**config.mk**
```make
export PLATFORM = sky130hd
export DESIGN_NAME = source_text_tokenizer
export DESIGN_NICKNAME = d
export VERILOG_FILES = /design/src/stt_pkg.sv /design/src/stt_front.sv /design/src/stt_back.sv /design/src/stt_token_queue.sv /design/src/source_text_tokenizer.sv
export SDC_FILE = /design/constraint.sdc
export NUM_CORES = 1
export LEC_CHECK = 0
export ABC_AREA = 1
export BUFFER_PORTS_ARGS = -buffer_cell sky130_fd_sc_hd__buf_2
export CAP_MARGIN = 20
export CORE_MARGIN = 1
export CORE_UTILIZATION = 35
export CTS_BUF_LIST = sky130_fd_sc_hd__clkbuf_16
export DETAILED_ROUTE_END_ITERATION = 12
export GPL_TIMING_DRIVEN = 0
export PLACE_DENSITY = 0.51
export SYNTH_ARGS = -nofsm -noshare
export SYNTH_HDL_FRONTEND = slang
export SYNTH_SLANG_ARGS = --single-unit
```
**constraint.sdc**
```tcl
create_clock -name clock -period 5 [get_ports clock]
set_input_delay 1 -clock clock [delete_from_list [all_inputs] [get_ports clock]]
set_output_delay 1 -clock clock [all_outputs]
set_load 0.02 [all_outputs]
```
**src/stt_pkg.sv**
```systemverilog
`timescale 1ns / 1ps

package stt_pkg;

   // Token kinds as they appear on the result channel.
   typedef logic [5:0] kind_type;
   typedef logic [1:0] error_type;

   localparam kind_type KIND_EOF       = 6'd0;
   localparam kind_type KIND_LPAREN    = 6'd1;
   localparam kind_type KIND_RPAREN    = 6'd2;
   localparam kind_type KIND_LBRACE    = 6'd3;
   localparam kind_type KIND_RBRACE    = 6'd4;
   localparam kind_type KIND_COMMA     = 6'd5;
   localparam kind_type KIND_SEMICOLON = 6'd6;
   localparam kind_type KIND_COLON     = 6'd7;
   localparam kind_type KIND_DOT       = 6'd8;
   localparam kind_type KIND_MINUS     = 6'd9;
   localparam kind_type KIND_PLUS      = 6'd10;
   localparam kind_type KIND_STAR      = 6'd11;
   localparam kind_type KIND_SLASH     = 6'd12;
   localparam kind_type KIND_PERCENT   = 6'd13;
   localparam kind_type KIND_UNDER     = 6'd14;
   localparam kind_type KIND_AND_AND   = 6'd15;
   localparam kind_type KIND_OR_OR     = 6'd16;
   localparam kind_type KIND_BAR       = 6'd17;
   localparam kind_type KIND_EQ_EQ     = 6'd18;
   localparam kind_type KIND_EQ        = 6'd19;
   localparam kind_type KIND_BANG_EQ   = 6'd20;
   localparam kind_type KIND_BANG      = 6'd21;
   localparam kind_type KIND_LESS_EQ   = 6'd22;
   localparam kind_type KIND_LESS      = 6'd23;
   localparam kind_type KIND_GREATER_EQ = 6'd24;
   localparam kind_type KIND_GREATER   = 6'd25;
   localparam kind_type KIND_IDENT     = 6'd26;
   localparam kind_type KIND_NUMBER    = 6'd27;
   localparam kind_type KIND_STRING    = 6'd28;
   localparam kind_type KIND_ELSE      = 6'd29;
   localparam kind_type KIND_FALSE     = 6'd30;
   localparam kind_type KIND_FOR       = 6'd31;
   localparam kind_type KIND_FN        = 6'd32;
   localparam kind_type KIND_IF        = 6'd33;
   localparam kind_type KIND_LET       = 6'd34;
   localparam kind_type KIND_NIL       = 6'd35;
   localparam kind_type KIND_RETURN    = 6'd36;
   localparam kind_type KIND_TRUE      = 6'd37;
   localparam kind_type KIND_WHILE     = 6'd38;
   localparam kind_type KIND_ERROR     = 6'd39;

   localparam error_type ERR_NONE         = 2'd0;
   localparam error_type ERR_UNEXPECTED   = 2'd1;
   localparam error_type ERR_UNTERMINATED = 2'd2;

   // Depth of the token queue in front of the result channel.
   localparam int unsigned TOKEN_QUEUE_DEPTH = 4;

   // Scanner modes between bytes.
   typedef enum logic [2:0] {
      MODE_IDLE,
      MODE_SLASH,
      MODE_COMMENT,
      MODE_UNDER,
      MODE_IDENT,
      MODE_NUMBER,
      MODE_STRING,
      MODE_OP
   } mode_type;

   // First six bytes of a word, byte 0 first.
   typedef logic [5:0][7:0] prefix_type;

   // One source byte with its character class, as the front passes it on.
   typedef struct packed {
      logic [7:0] char_byte;
      logic       is_end;
      logic       is_letter;
      logic       is_numeral;
      logic       is_blank;
      logic       is_newline;
      logic       is_quote;
      logic       is_slash;
      logic       is_under;
      logic       is_opchar;
   } item_type;

   // Kind of a byte that is a complete token by itself, KIND_EOF if none.
   function automatic kind_type single_kind(logic [7:0] b);
      kind_type k;
      unique case (b)
         "(":     k = KIND_LPAREN;
         ")":     k = KIND_RPAREN;
         "{":     k = KIND_LBRACE;
         "}":     k = KIND_RBRACE;
         ",":     k = KIND_COMMA;
         ";":     k = KIND_SEMICOLON;
         ":":     k = KIND_COLON;
         ".":     k = KIND_DOT;
         "-":     k = KIND_MINUS;
         "+":     k = KIND_PLUS;
         "*":     k = KIND_STAR;
         "%":     k = KIND_PERCENT;
         default: k = KIND_EOF;
      endcase
      return k;
   endfunction

   // Kind of an operator byte standing alone; KIND_EOF marks a lone ampersand.
   function automatic kind_type op_alone(logic [7:0] c);
      kind_type k;
      unique case (c)
         "|":     k = KIND_BAR;
         "=":     k = KIND_EQ;
         "!":     k = KIND_BANG;
         "<":     k = KIND_LESS;
         ">":     k = KIND_GREATER;
         default: k = KIND_EOF;
      endcase
      return k;
   endfunction

   // Kind of a two-byte operator, KIND_EOF when the pair is not one.
   function automatic kind_type op_pair(logic [7:0] c, logic [7:0] b);
      kind_type k;
      k = KIND_EOF;
      if (c == "&" && b == "&") begin
         k = KIND_AND_AND;
      end else if (c == "|" && b == "|") begin
         k = KIND_OR_OR;
      end else if (b == "=") begin
         unique case (c)
            "=":     k = KIND_EQ_EQ;
            "!":     k = KIND_BANG_EQ;
            "<":     k = KIND_LESS_EQ;
            ">":     k = KIND_GREATER_EQ;
            default: k = KIND_EOF;
         endcase
      end
      return k;
   endfunction

   // Keyword match on an exact word length; len is 7 for any longer word.
   function automatic kind_type kw_kind(prefix_type p, logic [2:0] len);
      kind_type k;
      k = KIND_IDENT;
      unique case (len)
         3'd2: begin
            if (p[0] == "f" && p[1] == "n") k = KIND_FN;
            else if (p[0] == "i" && p[1] == "f") k = KIND_IF;
         end
         3'd3: begin
            if (p[0] == "f" && p[1] == "o" && p[2] == "r") k = KIND_FOR;
            else if (p[0] == "l" && p[1] == "e" && p[2] == "t") k = KIND_LET;
            else if (p[0] == "n" && p[1] == "i" && p[2] == "l") k = KIND_NIL;
         end
         3'd4: begin
            if (p[0] == "e" && p[1] == "l" && p[2] == "s" && p[3] == "e") k = KIND_ELSE;
            else if (p[0] == "t" && p[1] == "r" && p[2] == "u" && p[3] == "e") k = KIND_TRUE;
         end
         3'd5: begin
            if (p[0] == "f" && p[1] == "a" && p[2] == "l" && p[3] == "s" && p[4] == "e") begin
               k = KIND_FALSE;
            end else if (p[0] == "w" && p[1] == "h" && p[2] == "i" && p[3] == "l"
                         && p[4] == "e") begin
               k = KIND_WHILE;
            end
         end
         3'd6: begin
            if (p[0] == "r" && p[1] == "e" && p[2] == "t" && p[3] == "u" && p[4] == "r"
                && p[5] == "n") begin
               k = KIND_RETURN;
            end
         end
         default: k = KIND_IDENT;
      endcase
      return k;
   endfunction

endpackage

```
**src/stt_front.sv**
```systemverilog
`timescale 1ns / 1ps

module stt_front (
   input  logic              clock,
   input  logic              reset,
   input  logic              req_valid,
   output logic              req_ready,
   input  logic [7:0]        req_char_byte,
   input  logic              req_end_of_text,
   output logic              item_valid,
   input  logic              item_ready,
   output stt_pkg::item_type item
);

   stt_pkg::item_type entries_ff [2];
   logic              wr_ptr_ff, wr_ptr_in;
   logic              rd_ptr_ff, rd_ptr_in;
   logic [1:0]        count_ff, count_in;
   stt_pkg::item_type classified;
   logic              push;
   logic              pop;

   // Classify the incoming byte before it enters the queue.
   always_comb begin
      classified.char_byte  = req_char_byte;
      classified.is_end     = req_end_of_text || (req_char_byte == 8'd0);
      classified.is_letter  = (req_char_byte >= "a" && req_char_byte <= "z")
                              || (req_char_byte >= "A" && req_char_byte <= "Z");
      classified.is_numeral = (req_char_byte >= "0" && req_char_byte <= "9");
      classified.is_blank   = (req_char_byte == " ") || (req_char_byte == "\t")
                              || (req_char_byte == "\r");
      classified.is_newline = (req_char_byte == "\n");
      classified.is_quote   = (req_char_byte == "\"");
      classified.is_slash   = (req_char_byte == "/");
      classified.is_under   = (req_char_byte == "_");
      classified.is_opchar  = (req_char_byte == "&")
                              || (stt_pkg::op_alone(req_char_byte) != stt_pkg::KIND_EOF);
   end

   // Two-entry queue toward the scanner.
   assign req_ready  = (count_ff != 2'd2);
   assign item_valid = (count_ff != 2'd0);
   assign item       = entries_ff[rd_ptr_ff];
   assign push       = req_valid && req_ready;
   assign pop        = item_valid && item_ready;

   always_comb begin
      wr_ptr_in = push ? ~wr_ptr_ff : wr_ptr_ff;
      rd_ptr_in = pop ? ~rd_ptr_ff : rd_ptr_ff;
      count_in  = count_ff + {1'b0, push} - {1'b0, pop};
   end

   always_ff @(posedge clock) begin
      if (reset) begin
         wr_ptr_ff <= 1'b0;
         rd_ptr_ff <= 1'b0;
         count_ff  <= 2'd0;
      end else begin
         wr_ptr_ff <= wr_ptr_in;
         rd_ptr_ff <= rd_ptr_in;
         count_ff  <= count_in;
      end
   end

   always_ff @(posedge clock) begin
      if (push) begin
         entries_ff[wr_ptr_ff] <= classified;
      end
   end

endmodule

```
**src/stt_back.sv**
```systemverilog
`timescale 1ns / 1ps

module stt_back #(
   parameter int OFFSET_WIDTH = 32,
   parameter int LENGTH_WIDTH = 16,
   parameter int LINE_WIDTH   = 24,
   localparam int TOKEN_WIDTH = 6 + 2 + OFFSET_WIDTH + LENGTH_WIDTH + LINE_WIDTH + 1
) (
   input  logic                   clock,
   input  logic                   reset,
   input  logic                   in_valid,
   output logic                   in_ready,
   input  stt_pkg::item_type      in_item,
   input  logic                   out_room,
   output logic [1:0]             wr_count,
   output logic [TOKEN_WIDTH-1:0] wr_data0,
   output logic [TOKEN_WIDTH-1:0] wr_data1
);

   localparam logic [LENGTH_WIDTH-1:0] LEN_MAX  = '1;
   localparam logic [LENGTH_WIDTH-1:0] LEN_ONE  = LENGTH_WIDTH'(1);
   localparam logic [LENGTH_WIDTH-1:0] LEN_TWO  = LENGTH_WIDTH'(2);
   localparam logic [LENGTH_WIDTH-1:0] LEN_SIX  = LENGTH_WIDTH'(6);
   localparam logic [LENGTH_WIDTH-1:0] LEN_SEVEN = LENGTH_WIDTH'(7);
   localparam logic [LINE_WIDTH-1:0]   LINE_MAX = '1;
   localparam logic [LINE_WIDTH-1:0]   LINE_ONE = LINE_WIDTH'(1);

   stt_pkg::mode_type          mode_ff, mode_in;
   logic [7:0]                 pend_ff, pend_in;
   stt_pkg::prefix_type        prefix_ff, prefix_in;
   logic [OFFSET_WIDTH-1:0]    begin_ff, begin_in;
   logic [LENGTH_WIDTH-1:0]    runlen_ff, runlen_in;
   logic [OFFSET_WIDTH-1:0]    pos_ff, pos_in;
   logic [LINE_WIDTH-1:0]      line_ff, line_in;

   logic                       take;
   logic [7:0]                 b;
   logic                       start_go;
   logic                       is_other;
   logic [LENGTH_WIDTH-1:0]    run_grown;
   logic [2:0]                 word_len;
   stt_pkg::kind_type          word_kind;
   stt_pkg::kind_type          pair_kind;
   stt_pkg::kind_type          alone_kind;
   stt_pkg::kind_type          one_kind;

   logic                       t0_valid, t1_valid;
   stt_pkg::kind_type          t0_kind, t1_kind;
   stt_pkg::error_type         t0_err, t1_err;
   logic [OFFSET_WIDTH-1:0]    t0_begin, t1_begin;
   logic [LENGTH_WIDTH-1:0]    t0_len, t1_len;
   logic [TOKEN_WIDTH-1:0]     tok0, tok1;

   // A byte is taken only when the token queue can hold two more tokens.
   assign in_ready = out_room;
   assign take     = in_valid && out_room;
   assign b        = in_item.char_byte;

   // Shared decode of the current mode and byte.
   assign run_grown  = (runlen_ff == LEN_MAX) ? runlen_ff : runlen_ff + LEN_ONE;
   assign word_len   = (runlen_ff < LEN_SEVEN) ? runlen_ff[2:0] : 3'd7;
   assign word_kind  = stt_pkg::kw_kind(prefix_ff, word_len);
   assign pair_kind  = stt_pkg::op_pair(pend_ff, b);
   assign alone_kind = stt_pkg::op_alone(pend_ff);
   assign one_kind   = stt_pkg::single_kind(b);
   assign is_other   = !(in_item.is_blank || in_item.is_newline || in_item.is_letter
                         || in_item.is_numeral || in_item.is_quote || in_item.is_slash
                         || in_item.is_under || in_item.is_opchar);

   // Whether this byte ends the current mode and starts a fresh token.
   always_comb begin
      start_go = 1'b0;
      if (!in_item.is_end) begin
         unique case (mode_ff)
            stt_pkg::MODE_IDLE:    start_go = 1'b1;
            stt_pkg::MODE_SLASH:   start_go = !in_item.is_slash;
            stt_pkg::MODE_COMMENT: start_go = in_item.is_newline;
            stt_pkg::MODE_UNDER:   start_go = !(in_item.is_letter || in_item.is_numeral);
            stt_pkg::MODE_IDENT:   start_go = !(in_item.is_letter || in_item.is_numeral
                                                || in_item.is_under);
            stt_pkg::MODE_NUMBER:  start_go = !(in_item.is_numeral || b == ".");
            stt_pkg::MODE_STRING:  start_go = 1'b0;
            stt_pkg::MODE_OP:      start_go = (pair_kind == stt_pkg::KIND_EOF);
         endcase
      end
   end

   // Next scanner state.
   always_comb begin
      mode_in   = mode_ff;
      pend_in   = pend_ff;
      prefix_in = prefix_ff;
      begin_in  = begin_ff;
      runlen_in = runlen_ff;
      pos_in    = pos_ff;
      line_in   = line_ff;
      if (take) begin
         if (in_item.is_end) begin
            // End of text returns everything to the reset values.
            mode_in   = stt_pkg::MODE_IDLE;
            pend_in   = 8'd0;
            prefix_in = '0;
            begin_in  = '0;
            runlen_in = '0;
            pos_in    = '0;
            line_in   = LINE_ONE;
         end else begin
            pos_in = pos_ff + OFFSET_WIDTH'(1);
            unique case (mode_ff)
               stt_pkg::MODE_SLASH: begin
                  if (in_item.is_slash) mode_in = stt_pkg::MODE_COMMENT;
               end
               stt_pkg::MODE_UNDER: begin
                  if (in_item.is_letter || in_item.is_numeral) begin
                     prefix_in    = '0;
                     prefix_in[0] = "_";
                     prefix_in[1] = b;
                     runlen_in    = LEN_TWO;
                     mode_in      = stt_pkg::MODE_IDENT;
                  end
               end
               stt_pkg::MODE_IDENT, stt_pkg::MODE_NUMBER: begin
                  if (!start_go) begin
                     if (runlen_ff < LEN_SIX) prefix_in[runlen_ff[2:0]] = b;
                     runlen_in = run_grown;
                  end
               end
               stt_pkg::MODE_STRING: begin
                  if (runlen_ff < LEN_SIX) prefix_in[runlen_ff[2:0]] = b;
                  runlen_in = run_grown;
                  if (in_item.is_quote) mode_in = stt_pkg::MODE_IDLE;
               end
               stt_pkg::MODE_OP: begin
                  if (!start_go) mode_in = stt_pkg::MODE_IDLE;
               end
               stt_pkg::MODE_IDLE, stt_pkg::MODE_COMMENT: begin
                  mode_in = mode_ff;
               end
            endcase
            // A new token starts at this byte.
            if (start_go) begin
               mode_in   = stt_pkg::MODE_IDLE;
               begin_in  = pos_ff;
               runlen_in = LEN_ONE;
               priority if (in_item.is_newline) begin
                  if (line_ff != LINE_MAX) line_in = line_ff + LINE_ONE;
               end else if (in_item.is_letter) begin
                  prefix_in    = '0;
                  prefix_in[0] = b;
                  mode_in      = stt_pkg::MODE_IDENT;
               end else if (in_item.is_numeral) begin
                  mode_in = stt_pkg::MODE_NUMBER;
               end else if (in_item.is_quote) begin
                  mode_in = stt_pkg::MODE_STRING;
               end else if (in_item.is_slash) begin
                  mode_in = stt_pkg::MODE_SLASH;
               end else if (in_item.is_under) begin
                  mode_in = stt_pkg::MODE_UNDER;
               end else if (in_item.is_opchar) begin
                  pend_in = b;
                  mode_in = stt_pkg::MODE_OP;
               end else begin
                  mode_in = stt_pkg::MODE_IDLE;
               end
            end
         end
      end
   end

   // Tokens of this byte: t0 closes the pending token, t1 is a fresh one or eof.
   always_comb begin
      t0_valid = 1'b0;
      t0_kind  = stt_pkg::KIND_EOF;
      t0_err   = stt_pkg::ERR_NONE;
      t0_begin = begin_ff;
      t0_len   = LEN_ONE;
      t1_valid = 1'b0;
      t1_kind  = stt_pkg::KIND_EOF;
      t1_err   = stt_pkg::ERR_NONE;
      t1_begin = pos_ff;
      t1_len   = '0;
      if (in_item.is_end) begin
         t1_valid = 1'b1;
         unique case (mode_ff)
            stt_pkg::MODE_SLASH: begin
               t0_valid = 1'b1;
               t0_kind  = stt_pkg::KIND_SLASH;
            end
            stt_pkg::MODE_UNDER: begin
               t0_valid = 1'b1;
               t0_kind  = stt_pkg::KIND_UNDER;
            end
            stt_pkg::MODE_IDENT: begin
               t0_valid = 1'b1;
               t0_kind  = word_kind;
               t0_len   = runlen_ff;
            end
            stt_pkg::MODE_NUMBER: begin
               t0_valid = 1'b1;
               t0_kind  = stt_pkg::KIND_NUMBER;
               t0_len   = runlen_ff;
            end
            stt_pkg::MODE_STRING: begin
               t0_valid = 1'b1;
               t0_kind  = stt_pkg::KIND_ERROR;
               t0_err   = stt_pkg::ERR_UNTERMINATED;
               t0_len   = runlen_ff;
            end
            stt_pkg::MODE_OP: begin
               t0_valid = 1'b1;
               if (alone_kind == stt_pkg::KIND_EOF) begin
                  t0_kind = stt_pkg::KIND_ERROR;
                  t0_err  = stt_pkg::ERR_UNEXPECTED;
               end else begin
                  t0_kind = alone_kind;
               end
            end
            stt_pkg::MODE_IDLE, stt_pkg::MODE_COMMENT: begin
               t0_valid = 1'b0;
            end
         endcase
      end else begin
         unique case (mode_ff)
            stt_pkg::MODE_SLASH: begin
               t0_valid = start_go;
               t0_kind  = stt_pkg::KIND_SLASH;
            end
            stt_pkg::MODE_UNDER: begin
               t0_valid = start_go;
               t0_kind  = stt_pkg::KIND_UNDER;
            end
            stt_pkg::MODE_IDENT: begin
               t0_valid = start_go;
               t0_kind  = word_kind;
               t0_len   = runlen_ff;
            end
            stt_pkg::MODE_NUMBER: begin
               t0_valid = start_go;
               t0_kind  = stt_pkg::KIND_NUMBER;
               t0_len   = runlen_ff;
            end
            stt_pkg::MODE_STRING: begin
               t0_valid = in_item.is_quote;
               t0_kind  = stt_pkg::KIND_STRING;
               t0_len   = run_grown;
            end
            stt_pkg::MODE_OP: begin
               t0_valid = 1'b1;
               if (!start_go) begin
                  t0_kind = pair_kind;
                  t0_len  = LEN_TWO;
               end else if (alone_kind == stt_pkg::KIND_EOF) begin
                  t0_kind = stt_pkg::KIND_ERROR;
                  t0_err  = stt_pkg::ERR_UNEXPECTED;
               end else begin
                  t0_kind = alone_kind;
               end
            end
            stt_pkg::MODE_IDLE, stt_pkg::MODE_COMMENT: begin
               t0_valid = 1'b0;
            end
         endcase
         // Bytes that are a whole token, or fit no token at all.
         if (start_go && is_other) begin
            t1_valid = 1'b1;
            t1_len   = LEN_ONE;
            if (one_kind == stt_pkg::KIND_EOF) begin
               t1_kind = stt_pkg::KIND_ERROR;
               t1_err  = stt_pkg::ERR_UNEXPECTED;
            end else begin
               t1_kind = one_kind;
            end
         end
      end
   end

   // Pack and compact the tokens into the queue write slots.
   assign tok0 = {t0_kind, t0_err, t0_begin, t0_len, line_ff, !t1_valid};
   assign tok1 = {t1_kind, t1_err, t1_begin, t1_len, line_ff, 1'b1};

   assign wr_count = take ? ({1'b0, t0_valid} + {1'b0, t1_valid}) : 2'd0;
   assign wr_data0 = t0_valid ? tok0 : tok1;
   assign wr_data1 = tok1;

   always_ff @(posedge clock) begin
      if (reset) begin
         mode_ff   <= stt_pkg::MODE_IDLE;
         pend_ff   <= 8'd0;
         prefix_ff <= '0;
         begin_ff  <= '0;
         runlen_ff <= '0;
         pos_ff    <= '0;
         line_ff   <= LINE_ONE;
      end else begin
         mode_ff   <= mode_in;
         pend_ff   <= pend_in;
         prefix_ff <= prefix_in;
         begin_ff  <= begin_in;
         runlen_ff <= runlen_in;
         pos_ff    <= pos_in;
         line_ff   <= line_in;
      end
   end

endmodule

```
**src/stt_token_queue.sv**
```systemverilog
`timescale 1ns / 1ps

module stt_token_queue #(
   parameter int WIDTH = 8,
   parameter int DEPTH = 4
) (
   input  logic             clock,
   input  logic             reset,
   input  logic [1:0]       wr_count,
   input  logic [WIDTH-1:0] wr_data0,
   input  logic [WIDTH-1:0] wr_data1,
   output logic             room,
   output logic             rd_valid,
   input  logic             rd_ready,
   output logic [WIDTH-1:0] rd_data
);

   localparam int PTR_WIDTH = $clog2(DEPTH);
   localparam int CNT_WIDTH = $clog2(DEPTH + 1);

   logic [WIDTH-1:0]     entries_ff [DEPTH];
   logic [PTR_WIDTH-1:0] head_ff, head_in;
   logic [PTR_WIDTH-1:0] tail_ff, tail_in;
   logic [PTR_WIDTH-1:0] tail_next;
   logic [CNT_WIDTH-1:0] count_ff, count_in;
   logic                 pop;

   function automatic logic [PTR_WIDTH-1:0] ptr_inc(logic [PTR_WIDTH-1:0] p);
      return (p == PTR_WIDTH'(DEPTH - 1)) ? '0 : p + PTR_WIDTH'(1);
   endfunction

   // Room means two tokens fit, enough for any one byte.
   assign room      = (count_ff <= CNT_WIDTH'(DEPTH - 2));
   assign rd_valid  = (count_ff != '0);
   assign rd_data   = entries_ff[head_ff];
   assign pop       = rd_valid && rd_ready;
   assign tail_next = ptr_inc(tail_ff);

   always_comb begin
      head_in  = pop ? ptr_inc(head_ff) : head_ff;
      unique case (wr_count)
         2'd1:    tail_in = tail_next;
         2'd2:    tail_in = ptr_inc(tail_next);
         default: tail_in = tail_ff;
      endcase
      count_in = count_ff + CNT_WIDTH'(wr_count) - CNT_WIDTH'(pop);
   end

   always_ff @(posedge clock) begin
      if (reset) begin
         head_ff  <= '0;
         tail_ff  <= '0;
         count_ff <= '0;
      end else begin
         head_ff  <= head_in;
         tail_ff  <= tail_in;
         count_ff <= count_in;
      end
   end

   // Up to two tokens are written per cycle, in order.
   always_ff @(posedge clock) begin
      if (wr_count != 2'd0) begin
         entries_ff[tail_ff] <= wr_data0;
      end
      if (wr_count == 2'd2) begin
         entries_ff[tail_next] <= wr_data1;
      end
   end

endmodule

```
**src/source_text_tokenizer.sv**
```systemverilog
`timescale 1ns / 1ps

// Streaming tokenizer. Source bytes arrive one per beat on the req_ channel
// (valid/ready); req_end_of_text, or a zero byte, closes the text. Each
// completed token leaves as one beat on the rsp_ channel with its kind, error
// kind, start offset, length, line and a flag on the last token of a byte.
// A byte yields zero, one or two tokens; end of text flushes any open token
// and then gives an eof token, after which a new text starts at offset 0,
// line 1.
// Throughput is one byte per cycle. The scanner takes a byte when the
// four-entry token queue has room for two tokens, and the queue drains one
// token per cycle, so the rate holds while tokens per byte average one or
// less. An accepted byte is held in the two-entry byte queue, and its tokens
// then in the token queue, before they reach rsp_. When the receiver
// stalls, the token queue fills, the scanner stops, the byte queue fills
// and req_ready drops. Reset empties both queues and puts the scanner
// between tokens at offset 0, line 1.
module source_text_tokenizer #(
   parameter int OFFSET_WIDTH = 32,
   parameter int LENGTH_WIDTH = 16,
   parameter int LINE_WIDTH   = 24
) (
   input  logic                    clock,
   input  logic                    reset,
   input  logic                    req_valid,
   output logic                    req_ready,
   input  logic [7:0]              req_char_byte,
   input  logic                    req_end_of_text,
   output logic                    rsp_valid,
   input  logic                    rsp_ready,
   output logic [5:0]              rsp_token_kind,
   output logic [1:0]              rsp_error_kind,
   output logic [OFFSET_WIDTH-1:0] rsp_token_offset,
   output logic [LENGTH_WIDTH-1:0] rsp_token_length,
   output logic [LINE_WIDTH-1:0]   rsp_line_number,
   output logic                    rsp_last_of_run
);

   localparam int TOKEN_WIDTH = 6 + 2 + OFFSET_WIDTH + LENGTH_WIDTH + LINE_WIDTH + 1;

   stt_pkg::item_type      item;
   logic                   item_valid;
   logic                   item_ready;
   logic                   room;
   logic [1:0]             wr_count;
   logic [TOKEN_WIDTH-1:0] wr_data0;
   logic [TOKEN_WIDTH-1:0] wr_data1;
   logic [TOKEN_WIDTH-1:0] head_data;

   // Byte classification and input queue.
   stt_front u_front (
      .clock           (clock),
      .reset           (reset),
      .req_valid       (req_valid),
      .req_ready       (req_ready),
      .req_char_byte   (req_char_byte),
      .req_end_of_text (req_end_of_text),
      .item_valid      (item_valid),
      .item_ready      (item_ready),
      .item            (item)
   );

   // Scanner state machine.
   stt_back #(
      .OFFSET_WIDTH (OFFSET_WIDTH),
      .LENGTH_WIDTH (LENGTH_WIDTH),
      .LINE_WIDTH   (LINE_WIDTH)
   ) u_back (
      .clock    (clock),
      .reset    (reset),
      .in_valid (item_valid),
      .in_ready (item_ready),
      .in_item  (item),
      .out_room (room),
      .wr_count (wr_count),
      .wr_data0 (wr_data0),
      .wr_data1 (wr_data1)
   );

   // Token queue feeding the result channel.
   stt_token_queue #(
      .WIDTH (TOKEN_WIDTH),
      .DEPTH (stt_pkg::TOKEN_QUEUE_DEPTH)
   ) u_token_queue (
      .clock    (clock),
      .reset    (reset),
      .wr_count (wr_count),
      .wr_data0 (wr_data0),
      .wr_data1 (wr_data1),
      .room     (room),
      .rd_valid (rsp_valid),
      .rd_ready (rsp_ready),
      .rd_data  (head_data)
   );

   assign {rsp_token_kind, rsp_error_kind, rsp_token_offset, rsp_token_length,
           rsp_line_number, rsp_last_of_run} = head_data;

endmodule
```
==> results.json <==
{
  "start_kind": "flop",
  "finalHoldViolations": 0,
  "period_needed_ns": 4.77,
  "drive_gt1_frac": 0.103,
  "status": "finished clean",
  "vias": 27300,
  "gp_congestion": 0.963,
  "yosysUniqueCellTypes": 56,
  "async_reset_ff_frac": 0,
  "worstPathMaxFanout": 10,
  "die_height_um": 286,
  "yosys_most_used_dff": "edfxtp_1",
  "cpPeakStageDelay_ns": 0.42,
  "clkSlewWorstSetupHoldPaths_ns": 0.06,
  "crit_family": "simple AND/OR/NAND/NOR gates",
  "placedCellCount": 4813,
  "final_cells": 4958,
  "r2r_end": "u_token_queue.entries_ff[1][49]",
  "drtAntennaViolNets": 0,
  "worstHoldStart": "u_token_queue.entries_ff[2][28]",
  "cts_htree_levels": 3,
  "clockRootBuffer": "clkbuf_16",
  "antenna_found_initial": 1,
  "grt_max_degree": 37,
  "clk_path_buf_depth": 3,
  "viasPerCell": 5.50,
  "nFillCells": 8300,
  "timing.setup.tns_ns": 0,
  "core_um2": 79400,
  "ys_ff_latch": 535,
  "layout_setup_ws_ns": 0.233,
  "p_switching_mw": 8.38,
  "avgSynthCellArea_um2": 7.70,
  "p_int_mw": 9.93,
  "clock-sinks": 535,
  "hold_depth": 2,
  "boundaryPins": 96,
  "yosysWarnings": 0,
  "grt_pass1_wl_um": 161000,
  "pwr_density_cell_nw_per_um2": 557,
  "dieArea_um2": 81700,
  "io_buffers": 94,
  "row_count": 103,
  "cts_hold_buf": 0,
  "min_path_type": "reg -> reg",
  "syn-instance-count": 3662,
  "routed_wl_um": 109000,
  "dp_slack_ns": -1.19,
  "first_pass_iters": 5,
  "reg2reg_slack_ns": 0.23,
  "power_switching_share": 0.458,
  "critPathRequiredTime_ns": 5.47,
  "dpl_cell_area_um2": 30200,
  "initial_utilization": 0.355,
  "grt_remaining_overflow": 0,
  "clk_latency_ns": 0.62,
  "crit_type": "reg -> reg",
  "rsz0062_at_grt": "yes",
  "critical_path_buf_inv_count": 5,
  "combPwrFrac": 0.442,
  "drv_cap": 0,
  "die_w_um": 286,
  "clkPwrFrac": 0.255,
  "synth_fp_nets": 3695,
  "synth_seq_area_share": 0.481,
  "postLayoutCoreUtil": 0.414,
  "holdWs_ns": 0.449,
  "path_common_cell": "nand2_1",
  "slew_viol_final": 0,
  "critPathSlowestCell": "dfxtp_1",
  "yosysMostFrequentCell": "nand2_1",
  "reg2regPathDepth": 25,
  "fin_crit_sh": 0.953,
  "finalSetupViolations": 0,
  "first_iter_violations": 3039,
  "finalPower_mw": 18.3,
  "end_kind": "flop",
  "wl_per_cell_um": 21.9,
  "final_cell_area_um2": 32900,
  "slew_headroom": 0.192,
  "place_hpwl_um": 75400,
  "seq_power_share": 0.303,
  "synth_edf_count": 286,
  "fmax_mhz": 210,
  "ys_top_cells_by_count": "nand2_1 (779), nor2_1 (436), o21ai_0 (431)",
  "arrival_ns": 5.24,
  "layout.nets": 3886,
  "p_leak_nw": 12.3,
  "synth_area_leaders": "edfxtp_1 (30%), dfxtp_1 (18%), nand2_1 (10%)",
  "area_growth_pct": 16.5,
  "netlist_area_um2": 28200,
  "hold_end": "u_token_queue.entries_ff[2][28]",
  "cts_buffers": 66,
  "drc": 0,
  "synth_top_area_share": 0.305,
  "synth_largest_area_cell": "edfxtp_1",
  "grt.total_usage": 0.260,
  "finClkSkew_ns": 0.0207,
  "ir_worst_vdd_uv": 279,
  "worst_pin_slew_ns": 1.21,
  "grt_pass1_vias": 25500,
  "cts_tree": "built"
}
-- cell usage in the layout, fill, tap and decap left out, types with 68 or more instances in the layout --
| master | netlist | layout |
|---|---|---|
| nand2_1 | 779 | 766 |
| o21ai_0 | 431 | 430 |
| nor2_1 | 436 | 426 |
| nand3_1 | 313 | 313 |
| inv_1 | 282 | 298 |
| edfxtp_1 | 286 | 286 |
| dfxtp_1 | 249 | 248 |
| a21oi_1 | 188 | 188 |
| buf_2 | 30 | 134 |
| clkbuf_1 | 155 | 119 |
| o22ai_1 | 96 | 96 |
| nor3_1 | 69 | 69 |
| clkbuf_16 | 0 | 68 |
-- worst reg2reg max path, cell delays in order (launching register included) --
cell,delay [ns]
dfxtp_1,0.42
clkbuf_4,0.26
nand2_1,0.11
o21ai_4,0.19
nand2_1,0.12
nor2_2,0.16
nand3_1,0.10
nand2_1,0.12
nor2_1,0.05
nand2_1,0.11
nand2_2,0.11
nand2_4,0.13
o21ai_2,0.08
nand3_2,0.13
nand2_4,0.13
buf_4,0.21
buf_4,0.19
ha_2,0.36
nand2_1,0.13
ha_4,0.33
nand2_4,0.22
clkinvlp_4,0.21
nor2_4,0.23
clkbuf_4,0.35
nand3_1,0.11
o21ai_1,0.09
-- timing repair --
item | in CTS | in global routing
endpoints found under the setup margin | 579 | 428
cloned | 5 | 1
setup buffers | 8 | 9
pin swaps | 5 | 5
resized for setup | 81 | 57
-- how the worst max path moves through the flow --
stage	from	to	slack [ns]	cells past startpoint
floorplan	flop	u_token_queue.entries_ff[0][27]	0.002	26
global placement	flop	u_token_queue.entries_ff[0][27]	-3.32	27
detailed placement	flop	u_token_queue.entries_ff[0][72]	-1.19	25
CTS	flop	u_token_queue.entries_ff[3][10]	0.004	27
global route	flop	u_token_queue.entries_ff[1][58]	-0.009	17
finish	flop	u_token_queue.entries_ff[1][49]	0.23	25
-- flip-flops by register name, summed over array words and instances, names as in the netlist, named ones only --
register / count
u_token_queue.entries_ff: 324
u_back.prefix_ff: 48
u_front.entries_ff: 34
u_back.begin_ff: 32
u_back.pos_ff: 32
u_back.line_ff: 24
u_back.runlen_ff: 16
u_back.pend_ff: 8
u_back.mode_ff: 3
u_token_queue.count_ff: 3
u_front.count_ff: 2
u_token_queue.head_ff: 2
u_token_queue.tail_ff: 2
u_front.rd_ptr_ff: 1
u_front.wr_ptr_ff: 1
-- kinds of logic (layout without fill, tap and decap cells) --
group,after synthesis,count (layout),synth area share
AND/OR/NAND/NOR,1744,1746,0.268
AO/OA/AOI/OAI,836,836,0.163
flip-flops,535,535,0.481
buffers and inverters,506,749,0.0717
adder cells (fa/ha/maj),20,20,0.00914
XOR/XNOR,20,20,0.00621
multiplexers,1,1,0.000355
other,0,1,0
-- cell type report --
type	count	area [um2]	share of cell area
clock inverters	55	407	0.0124
inverters	302	1170	0.0355
well taps	1050	1310	0.0400
repair buffers	122	878	0.0267
multi-input cells	2623	12900	0.391
diodes	1	2.50	0.0000762
clock buffers	67	1680	0.0510
plain buffers	203	977	0.0297
flip-flops and latches	535	13600	0.413
-- routing by layer --
metal  wire, um  vias to the layer above  share of wire  track usage
met5          0                        -              0            0
met4       2950                        0          0.027       0.0743
met3       8320                      178          0.077       0.0385
met2      48600                     1170           0.45        0.406
met1      48700                    13000           0.45        0.370
li1           -                    13000              -            -
-- power by group through the flow --
| stage | Combinational (mW) | Sequential [mW] | Clock (mW) |
|---|---|---|---|
| after floorplan | 4.73 | 5.57 | 0 |
| after global placement | 7.59 | 5.68 | 0 |
| after detailed placement | 7.65 | 5.62 | 0 |
| after CTS | 7.93 | 5.52 | 4.75 |
| after global routing | 8.69 | 5.60 | 4.91 |
| final | 8.09 | 5.55 | 4.67 |
(Power assumes the default switching activity.)
